--- src/rtl/core/bwtw_pkg.sv ---
// shared types, codes and helper functions for the breit-wigner block
`timescale 1ns / 1ps
package bwtw_pkg;

  // register indexes of the configuration port
  localparam logic [1:0] REG_RES_MASS    = 2'd0;
  localparam logic [1:0] REG_RES_WIDTH   = 2'd1;
  localparam logic [1:0] REG_POINT_COUNT = 2'd2;

  // width of the shared multiply/divide unit
  localparam int unsigned UW = 128;
  // interpolated integral, signed, holds +/- 2^40
  localparam int unsigned PSI_W = 42;

  typedef enum logic [3:0] {
    OP_NONE, OP_LOAD, OP_CAPTURE, OP_SCAN_INIT, OP_SCAN,
    OP_PSI_DIRECT, OP_START, OP_LATCH, OP_EMIT
  } op_t;

  typedef enum logic [3:0] {
    STEP_IP_MUL, STEP_IP_DIV, STEP_RATIO, STEP_A, STEP_M0SQ, STEP_MSQ,
    STEP_C, STEP_BB, STEP_CC, STEP_NRE, STEP_DRE, STEP_NIM, STEP_DIM
  } step_t;

  typedef enum logic [3:0] {
    S_IDLE, S_SCAN_INIT, S_SCAN, S_SEG, S_PASS, S_GO, S_WAIT,
    S_CHK_REF, S_CHK_DEN, S_FIN
  } state_t;

  typedef struct packed {
    op_t   op;
    step_t step;
    logic  pass;
    logic  inv;
  } cmd_t;

  typedef struct packed {
    logic scan_done;
    logic seg_flat;
    logic unit_done;
    logic ref_zero;
    logic den_zero;
  } status_t;

  typedef struct packed {
    logic        sat;
    logic [31:0] field;
  } field_t;

  // steps that run the unit as a divider
  function automatic logic step_is_div(step_t s);
    return (s == STEP_IP_DIV) || (s == STEP_RATIO) || (s == STEP_DRE) || (s == STEP_DIM);
  endfunction

  // clip a quotient magnitude into a signed 32-bit field
  function automatic field_t to_field(logic [UW-1:0] q, logic sign);
    field_t      r;
    logic        neg;
    logic [31:0] limit;
    logic [31:0] mag;
    neg   = sign && (q != '0);
    limit = neg ? 32'h8000_0000 : 32'h7FFF_FFFF;
    r.sat = 1'b0;
    mag   = q[31:0];
    if ((q[UW-1:32] != '0) || (q[31:0] > limit)) begin
      mag   = limit;
      r.sat = 1'b1;
    end
    r.field = neg ? (~mag + 32'd1) : mag;
    return r;
  endfunction

endpackage

--- src/rtl/core/bwtw_ctrl.sv ---
// controller state machine sequencing scans and unit operations
`timescale 1ns / 1ps
module bwtw_ctrl import bwtw_pkg::*; (
  input  logic    clk,
  input  logic    rst,
  input  logic    in_valid,
  input  logic    action,
  output logic    in_stall,
  output logic    out_valid,
  input  logic    out_stall,
  output cmd_t    cmd,
  input  status_t status
);

  state_t state, state_next;
  step_t  step, step_next;
  logic   pass, pass_next;
  logic   inv, inv_next;
  logic   out_valid_next;

  // state registers
  always_ff @(posedge clk) begin
    if (rst) begin
      state     <= S_IDLE;
      step      <= STEP_IP_MUL;
      pass      <= 1'b0;
      inv       <= 1'b0;
      out_valid <= 1'b0;
    end else begin
      state     <= state_next;
      step      <= step_next;
      pass      <= pass_next;
      inv       <= inv_next;
      out_valid <= out_valid_next;
    end
  end

  // next state and commands
  always_comb begin
    state_next     = state;
    step_next      = step;
    pass_next      = pass;
    inv_next       = inv;
    out_valid_next = out_valid && out_stall;
    in_stall       = 1'b1;
    cmd.op         = OP_NONE;
    cmd.step       = step;
    cmd.pass       = pass;
    cmd.inv        = inv;
    case (state)
      S_IDLE: begin
        in_stall = 1'b0;
        if (in_valid) begin
          if (action) begin
            cmd.op     = OP_CAPTURE;
            pass_next  = 1'b0;
            inv_next   = 1'b0;
            state_next = S_SCAN_INIT;
          end else begin
            cmd.op = OP_LOAD;
          end
        end
      end
      S_SCAN_INIT: begin
        cmd.op     = OP_SCAN_INIT;
        state_next = S_SCAN;
      end
      S_SCAN: begin
        cmd.op = OP_SCAN;
        if (status.scan_done) state_next = S_SEG;
      end
      S_SEG: begin
        if (status.seg_flat) begin
          cmd.op     = OP_PSI_DIRECT;
          state_next = S_PASS;
        end else begin
          step_next  = STEP_IP_MUL;
          state_next = S_GO;
        end
      end
      S_PASS: begin
        if (!pass) begin
          pass_next  = 1'b1;
          state_next = S_SCAN_INIT;
        end else begin
          state_next = S_CHK_REF;
        end
      end
      S_GO: begin
        cmd.op     = OP_START;
        state_next = S_WAIT;
      end
      S_WAIT: begin
        if (status.unit_done) begin
          cmd.op     = OP_LATCH;
          state_next = S_GO;
          case (step)
            STEP_IP_MUL: step_next = STEP_IP_DIV;
            STEP_IP_DIV: state_next = S_PASS;
            STEP_RATIO:  step_next = STEP_A;
            STEP_A:      step_next = STEP_M0SQ;
            STEP_M0SQ:   step_next = STEP_MSQ;
            STEP_MSQ:    step_next = STEP_C;
            STEP_C:      step_next = STEP_BB;
            STEP_BB:     step_next = STEP_CC;
            STEP_CC:     state_next = S_CHK_DEN;
            STEP_NRE:    step_next = STEP_DRE;
            STEP_DRE:    step_next = STEP_NIM;
            STEP_NIM:    step_next = STEP_DIM;
            STEP_DIM:    state_next = S_FIN;
            default:     state_next = S_IDLE;
          endcase
        end
      end
      S_CHK_REF: begin
        if (status.ref_zero) begin
          inv_next   = 1'b1;
          state_next = S_FIN;
        end else begin
          step_next  = STEP_RATIO;
          state_next = S_GO;
        end
      end
      S_CHK_DEN: begin
        if (status.den_zero) begin
          inv_next   = 1'b1;
          state_next = S_FIN;
        end else begin
          step_next  = STEP_NRE;
          state_next = S_GO;
        end
      end
      S_FIN: begin
        if (!out_valid || !out_stall) begin
          cmd.op         = OP_EMIT;
          out_valid_next = 1'b1;
          state_next     = S_IDLE;
        end
      end
      default: state_next = S_IDLE;
    endcase
  end

endmodule

--- config.mk ---
export PLATFORM = sky130hd
export DESIGN_NAME = bwtw_ctrl
export DESIGN_NICKNAME = d
export VERILOG_FILES = /design/src/rtl/core/bwtw_pkg.sv /design/src/rtl/core/bwtw_ctrl.sv
export SDC_FILE = /design/constraint.sdc
export NUM_CORES = 1
export LEC_CHECK = 0
export BUFFER_PORTS_ARGS = -buffer_cell sky130_fd_sc_hd__buf_4
export CORE_MARGIN = 5
export CORE_UTILIZATION = 52
export CTS_CLUSTER_DIAMETER = 50
export CTS_CLUSTER_SIZE = 28
export DETAILED_ROUTE_END_ITERATION = 10
export MAX_ROUTING_LAYER = met4
export PLACE_DENSITY_LB_ADDON = 0.25
export SYNTH_ARGS = -nofsm -noshare
export SYNTH_HDL_FRONTEND = slang
export SYNTH_SLANG_ARGS = --single-unit
--- constraint.sdc ---
create_clock -name clk -period 1.85 [get_ports clk]
set_input_delay 0.185 -clock clk [delete_from_list [all_inputs] [get_ports clk]]
set_output_delay 0.185 -clock clk [all_outputs]
set_load 0.1 [all_outputs]
==> key figures, run 1 <==
Timing
  – Worst setup margin: 0.0852 ns
  – Max Freq: 567 MHz
  – Final hold vios: 0
  – Slew Limit Headroom: 78.7%
  – Post-Route Skew: 0.00361 ns
  – Setup Viol. Count Final: 0
  – Period minus WS final: 1.76 ns
  – Worst Tran Pin Value: 0.316 ns
  – Final period util: 95.4%
  – Fin. max-slew vios: 0

Power and ir drop
  – Pwr dens: 722 mW/mm^2
  – VDD IR max: 0.566 mV
  – Reported leakage power: 0.503 nW
  – Total chip power: 0.919 mW

Clocking
  – CTS buffer count: 3
  – Worst-Skew Late Latency: 0.28 ns
  – CTS Hold Bufs: 0
  – Clock-pin slew on the worst setup and hold paths: 0.07 ns
  – TritonCTS clock tree: done
  – Clk sink count: 11
  – Clk root buf: clkbuf_4
  – H-tree depth: 1
  – Clk buf depth: 2

Min path
  – Hold depth: 2
  – Worst Hold Path EP: step[3]$_SDFFE_PP0P_
  – Min-delay src: rst
  – Hold Crit Class: primary input to flip-flop

Die
  – Die area: 0.00276 mm^2
  – IO Count: 22
  – Starting Density: 54.4%
  – Die Wd: 52.5 um
  – Rows: 15
  – Die Y: 52.5 um
  – Core outline area: 0.00173 mm^2

Outcome
  – Status: finished, final reports clean

Global route
  – Global route overflow: 0
  – GRT met3 Usage: 4.27%
  – Largest net degree at the start of global routing: 24
  – Vias in the first global route: 965
  – Top Usage Layer GRT: met2
  – GRT Util Overall: 22.1%
  – Routing usage on met1: 28.4%
  – Initial antenna violation count: 0
  – Met2 Use GR: 32.4%
  – Global-route wire length before repair: 4.40 mm

Setup path
  – Setup CP Type: flip-flop to primary output
  – Reg-to-Reg End: step[3]$_SDFFE_PP0P_
  – Startpoint Class: flip-flop
  – Crit Path Max Fanout: 18
  – Crit path required time: 1.66 ns
  – Crit path DAT: 1.58 ns
  – FF-to-FF path depth: 3
  – Worst Setup End Kind: primary output
  – Reg-to-reg setup timing slack: 0.12 ns
  – R2R Path Start: state[0]$_SDFFE_PP0P_

Place
  – Placed Area: 0.00118 mm^2
  – Port Buffers: 21
  – DP Wirelength: 1.93 mm
  – RePlAce Congestion: 0.932
  – Placement Setup Slack: 0.103 ns
  – Placed insts: 169

Synthesis
  – Post-Syn Area: 940 um^2
  – Syn Nets: 138
  – EDFF count, synth: 0
  – Synth cell types: 45
  – Async SR Flop Fraction: 0%
  – Most common flop cell mapped by yosys: dfxtp_1
  – Gate Count Post-Synth: 128
  – FF+latch count, synth: 11
  – Register area share after synthesis: 23.4%
  – Synth warn: 0
  – Avg Cell Area, Syn: 7.34 um^2

Cells and area
  – Filler cell count in the final layout: 135
  – Antenna Cells: 0
  – Most frequent cells in the layout: buf_4 (24), nand2_1 (11), a21oi_1 (11), nor2_1 (7)
  – Share of cells above drive strength 1: 35.1%
  – Finished Cell Area: 0.00127 mm^2
  – Area of the multi-input gates: 689 um^2
  – Growth of design area from synthesis to finish: 35.6%
  – Register Area: 236 um^2
  – Nets@finish: 159
  – Post-route insts no fill: 173
  – Commonest non-fill, non-tap cell in the layout: buf_4

Drt
  – Drt pass-1 iters: 4
  – Wire per inst: 15.5 um
  – DRT iter0 DRCs: 41
  – Post-route antenna net violation count: 0
  – Total wire length: 2.68 mm
  – Avg Vias per Cell: 6.36
  – DR DRC count: 0
  – Vias: 1100

Run
  – Max-Cap Viols: 0
-- routing by layer --
layer	vias up	routed length, um	part of all wire (%)
li1	516	-	-
met1	527	1150	43
met3	7	173	6.5
met4	0	58	2.2
met2	50	1300	48
met5	-	0	0
-- cell families (layout without fill, tap and decap cells) --
family / after synthesis / after routing / synth area share [%]
buffers and inverters: 20 / 40 / 9.99
AND/OR/NAND/NOR: 50 / 50 / 30.4
multiplexers: 3 / 3 / 3.20
XOR/XNOR: 2 / 2 / 1.86
flip-flops: 11 / 11 / 23.4
AO/OA/AOI/OAI: 42 / 42 / 31.2
-- what timing repair did --
action / 4_1_cts / 5_1_grt
buffers inserted: 0 / 0
setup endpoints to repair: 4 / 5
resized for setup: 5 / 11
-- cells in the mapped netlist, types with 2 or more instances --
master | number | area (um^2)
a21oi_1 | 14 | 70.1
dfxtp_1 | 11 | 220
nand2_1 | 11 | 41.3
nor2_1 | 7 | 26.3
nor3_1 | 7 | 35.0
clkbuf_1 | 6 | 22.5
inv_1 | 6 | 22.5
nand2b_1 | 6 | 37.5
o21ai_0 | 5 | 25.0
buf_2 | 3 | 15.0
mux2i_1 | 3 | 30.0
nand4_1 | 3 | 18.8
nor2b_1 | 3 | 18.8
a211o_1 | 2 | 17.5
a221oi_1 | 2 | 17.5
a31oi_1 | 2 | 12.5
buf_1 | 2 | 7.51
buf_4 | 2 | 15.0
nand3b_1 | 2 | 15.0
nor3b_1 | 2 | 15.0
o211ai_1 | 2 | 15.0
o21bai_1 | 2 | 15.0
or3_1 | 2 | 12.5
xnor2_1 | 2 | 17.5
-- flip-flops by register name (all words and copies together), names as in the netlist --
register	cells
inv	1
step	4
out_valid	1
state	4
pass	1
-- where the power goes --
part	switching [mW]	total [mW]	internal, mW
Clock	0.0882	0.172	0.0837
Sequential	0.0226	0.267	0.245
Combinational	0.322	0.480	0.158
-- how the worst max path moves through the flow --
stage	slack [ns]	cells past startpoint	to	start
finish	0.09	5	cmd[7]	state[0]$_SDFFE_PP0P_
global route	-0.01	5	cmd[7]	state[0]$_SDFFE_PP0P_
CTS	0.0008	5	cmd[9]	state[3]$_SDFFE_PP0P_
detailed placement	0.10	4	step[0]$_SDFFE_PP0P_	state[1]$_SDFFE_PP0P_
global placement	0.21	3	step[3]$_SDFFE_PP0P_	state[1]$_SDFFE_PP0P_
floorplan	-0.05	4	cmd[8]	state[0]$_SDFFE_PP0P_
-- metrics by stage --
stage	hold slack (ns)	utilization (%)	TNS, ns
floorplan	0.325	-	-0.0495
global placement	0.450	68.6	0
detailed placement	0.459	68.6	0
CTS	0.164	71.2	0
global route	0.179	73.8	-0.0102
finish	0.168	73.8	0
-- worst max-delay path: stages, from the launching register on --
cell and delay [ns]:
dfxtp_1 0.38, buf_6 0.19, nor2b_2 0.18, nand3_2 0.16
a21oi_4 0.19, buf_8 0.21
-- area by class of cell --
type,count,area share (%)
sequential,11,18.6
tap,25,2.46
timing repair buffer,30,21.0
clock buffer,4,2.06
multi-input combinational,97,54.1
inverter,6,1.77
Note: power is estimated with default switching activity, not from simulation.
==> run 2, diff against run 1 <==
- clock period: 1.85 -> 1.7 ns (I/O delays scaled with it)
==> run 2 against run 1 <==
Worst setup slack worse by 0.10 ns. The flow now finishes with violations (negative setup slack). Count of clock-buffer cells in the layout unchanged. Flip-flop and latch count unchanged. Combinational power up 17%. Worst hold slack worse by 0.0077 ns. Via count down 1.5%. Sequential share of layout area down 0.19 points. Global-route usage up 1.8 points. Routed wire length up 3.1%. Cell count up 1.2%. Sequential power up 4%.
==> key figures, run 2 (synthesis results as in run 1) <==
Outcome
  – Status: finished, violations left
  – Failing checks: negative setup slack

Timing
  – Final period util: 101%
  – Hold slack: 0.160 ns (-0.00773 ns)
  – Post-Route Skew: 0.00124 ns (-0.00237 ns)
  – Slew Limit Headroom: 77.4% (-1.3 points)
  – Setup Viol. Count Final: 2 (+2)
  – Worst Tran Pin Value: 0.334 ns (+0.0185 ns)
  – Max Freq: 582 MHz
  – Worst setup margin: -0.0195 ns (-0.105 ns)
  – Period minus WS final: 1.72 ns
  – Fin. max-slew vios: 0 (unchanged)
  – RSZ-0062 raised after global routing: yes
  – Final hold vios: 0 (unchanged)

Global route
  – Initial antenna violation count: 0 (unchanged)
  – Global-route wire length before repair: 4.78 mm (+8.6%)
  – GRT Util Overall: 23.9% (+1.8 points)
  – Vias in the first global route: 1010 (+4.7%)
  – Global route overflow: 0 (unchanged)
  – Largest net degree at the start of global routing: 24 (unchanged)

Min path
  – Worst Hold Path EP: state[3]$_SDFFE_PP0P_
  – Min-delay src: rst
  – Hold Crit Class: primary input to flip-flop
  – Hold depth: 2 (unchanged)

Power and ir drop
  – Total chip power: 1.04 mW (+13%)
  – Pwr dens: 786 mW/mm^2 (+8.8%)
  – Reported leakage power: 0.527 nW (+4.8%)
  – VDD IR max: 0.718 mV (+27%)

Die
  – Core outline area: 0.00173 mm^2 (unchanged)
  – IO Count: 22 (unchanged)
  – Die Wd: 52.5 um (unchanged)
  – Starting Density: 54.4% (unchanged)
  – Die Y: 52.5 um (unchanged)
  – Rows: 15 (unchanged)
  – Die area: 0.00276 mm^2 (unchanged)

Cells and area
  – Share of cells above drive strength 1: 39.3% (+4.2 points)
  – Antenna Cells: 0 (unchanged)
  – Nets@finish: 161 (+1.3%)
  – Growth of design area from synthesis to finish: 40.6%
  – Largest regs: state x4, step x4
  – Commonest non-fill, non-tap cell in the layout: buf_4
  – Final Core Density: 76.5% (+2.8 points)
  – Finished Cell Area: 0.00132 mm^2 (+3.7%)
  – Most frequent cells in the layout: buf_4 (26), nand2_1 (11), a21oi_1 (11), nor2_1 (7), inv_1 (6)

Setup path
  – Crit path DAT: 1.55 ns (-0.03 ns)
  – R2R Path Start: state[2]$_SDFFE_PP0P_
  – Worst Setup End Kind: primary output
  – Reg-to-Reg End: step[3]$_SDFFE_PP0P_
  – Reg-to-reg setup timing slack: -0.01 ns (-0.13 ns)
  – Worst stage delay on the critical path: 0.34 ns (-0.04 ns)
  – FF-to-FF path depth: 3 (unchanged)
  – Setup CP Type: flip-flop to primary output
  – Startpoint Class: flip-flop
  – Crit Path Max Fanout: 10 (-8)
  – Crit-path slowest cell: dfxtp_2
  – Crit path required time: 1.53 ns (-0.13 ns)
  – Worst path cell trace: buf_6 -> nor2_1 -> a21oi_1 -> a211o_1 -> a21oi_4 -> buf_12

Clocking
  – Clk sink count: 11 (unchanged)
  – Worst-Skew Late Latency: 0.28 ns (about the same)
  – CTS Hold Bufs: 0 (unchanged)
  – H-tree depth: 1 (unchanged)
  – Clk buf depth: 2 (unchanged)
  – CTS buffer count: 3 (unchanged)
  – Post-CTS Repair Setup Buffers: 0 (unchanged)
  – Clk root buf: clkbuf_4
  – TritonCTS clock tree: done
  – Clock-pin slew on the worst setup and hold paths: 0.08 ns (about the same)

Drt
  – Vias: 1083 (-1.5%)
  – Post-route antenna net violation count: 0 (unchanged)
  – DR DRC count: 0 (unchanged)
  – Total wire length: 2.76 mm (+3.1%)
  – Avg Vias per Cell: 6.19 (-2.7%)
  – Wire per inst: 15.8 um (+1.9%)
  – DRT iter0 DRCs: 44 (+7.3%)
  – Drt pass-1 iters: 4 (unchanged)

Place
  – RePlAce Congestion: 0.895 (-3.9%)
  – Port Buffers: 21 (unchanged)
  – Placed Area: 0.00122 mm^2 (+2.7%)
  – DP Wirelength: 1.91 mm (-0.97%)

Run
  – Max-Cap Viols: 0 (unchanged)
run 2: repair_timing:
action,CTS,global route
pin swaps,2,2
gates resized for setup,17,4
endpoints found under the setup margin,5,6
run 2: through the flow:
step                setup TNS, ns  setup WS [ns]  std cells
floorplan                 -0.0493        -0.0335        128
global placement                0         0.0935        171
detailed placement      -0.000833      -0.000833        171
CTS                             0        0.00263        175
global route               -0.148        -0.0611        175
finish                    -0.0321        -0.0195        175
run 2: layer usage:
metal | up-vias | share of wire (%) | GRT usage [%] | routed length, um
met3 | 4 | 5.7 | 3.42 | 158
li1 | 521 | - | - | -
met2 | 46 | 50 | 37.0 | 1380
met1 | 512 | 44 | 30.6 | 1210
met5 | - | 0 | - | 0
met4 | 0 | 0.72 | 11.1 | 20
run 2: report_power, final:
| part | switching [mW] | leakage, nW | total, mW | internal (mW) |
|---|---|---|---|---|
| Sequential | 0.0131 | 0.0944 | 0.279 | 0.266 |
| Combinational | 0.373 | 0.417 | 0.561 | 0.188 |
| Clock | 0.107 | 0.0150 | 0.198 | 0.0910 |
| Total | 0.492 | 0.527 | 1.04 | 0.545 |
run 2: layout make-up:
type | instances | area, um^2
repair buffers | 32 | 289
flip-flops and latches | 11 | 243
fillers | 133 | 405
clock buffers | 4 | 26.3
well taps | 25 | 31.3
inverters | 6 | 22.5
multi-input cells | 97 | 709
run 2: critical path: cells and delay by family, from the launching register on:
family	cells	cell delay [ns]
AOI/OAI and AO/OA	3	0.50
buffers and inverters	2	0.33
DFF	1	0.34
and+or+nand+nor	1	0.10
run 2: how the worst max path moves through the flow:
stage	cells after the start	to	startpoint
3_3_place_gp	3	step[3]$_SDFFE_PP0P_	state[2]$_SDFFE_PP0P_
5_1_grt	5	cmd[6]	state[1]$_SDFFE_PP0P_
4_1_cts	6	cmd[7]	state[1]$_SDFFE_PP0P_
2_1_floorplan	4	cmd[8]	state[2]$_SDFFE_PP0P_
3_5_place_dp	4	step[0]$_SDFFE_PP0P_	state[3]$_SDFFE_PP0P_
6_report	6	cmd[6]	state[1]$_SDFFE_PP0P_
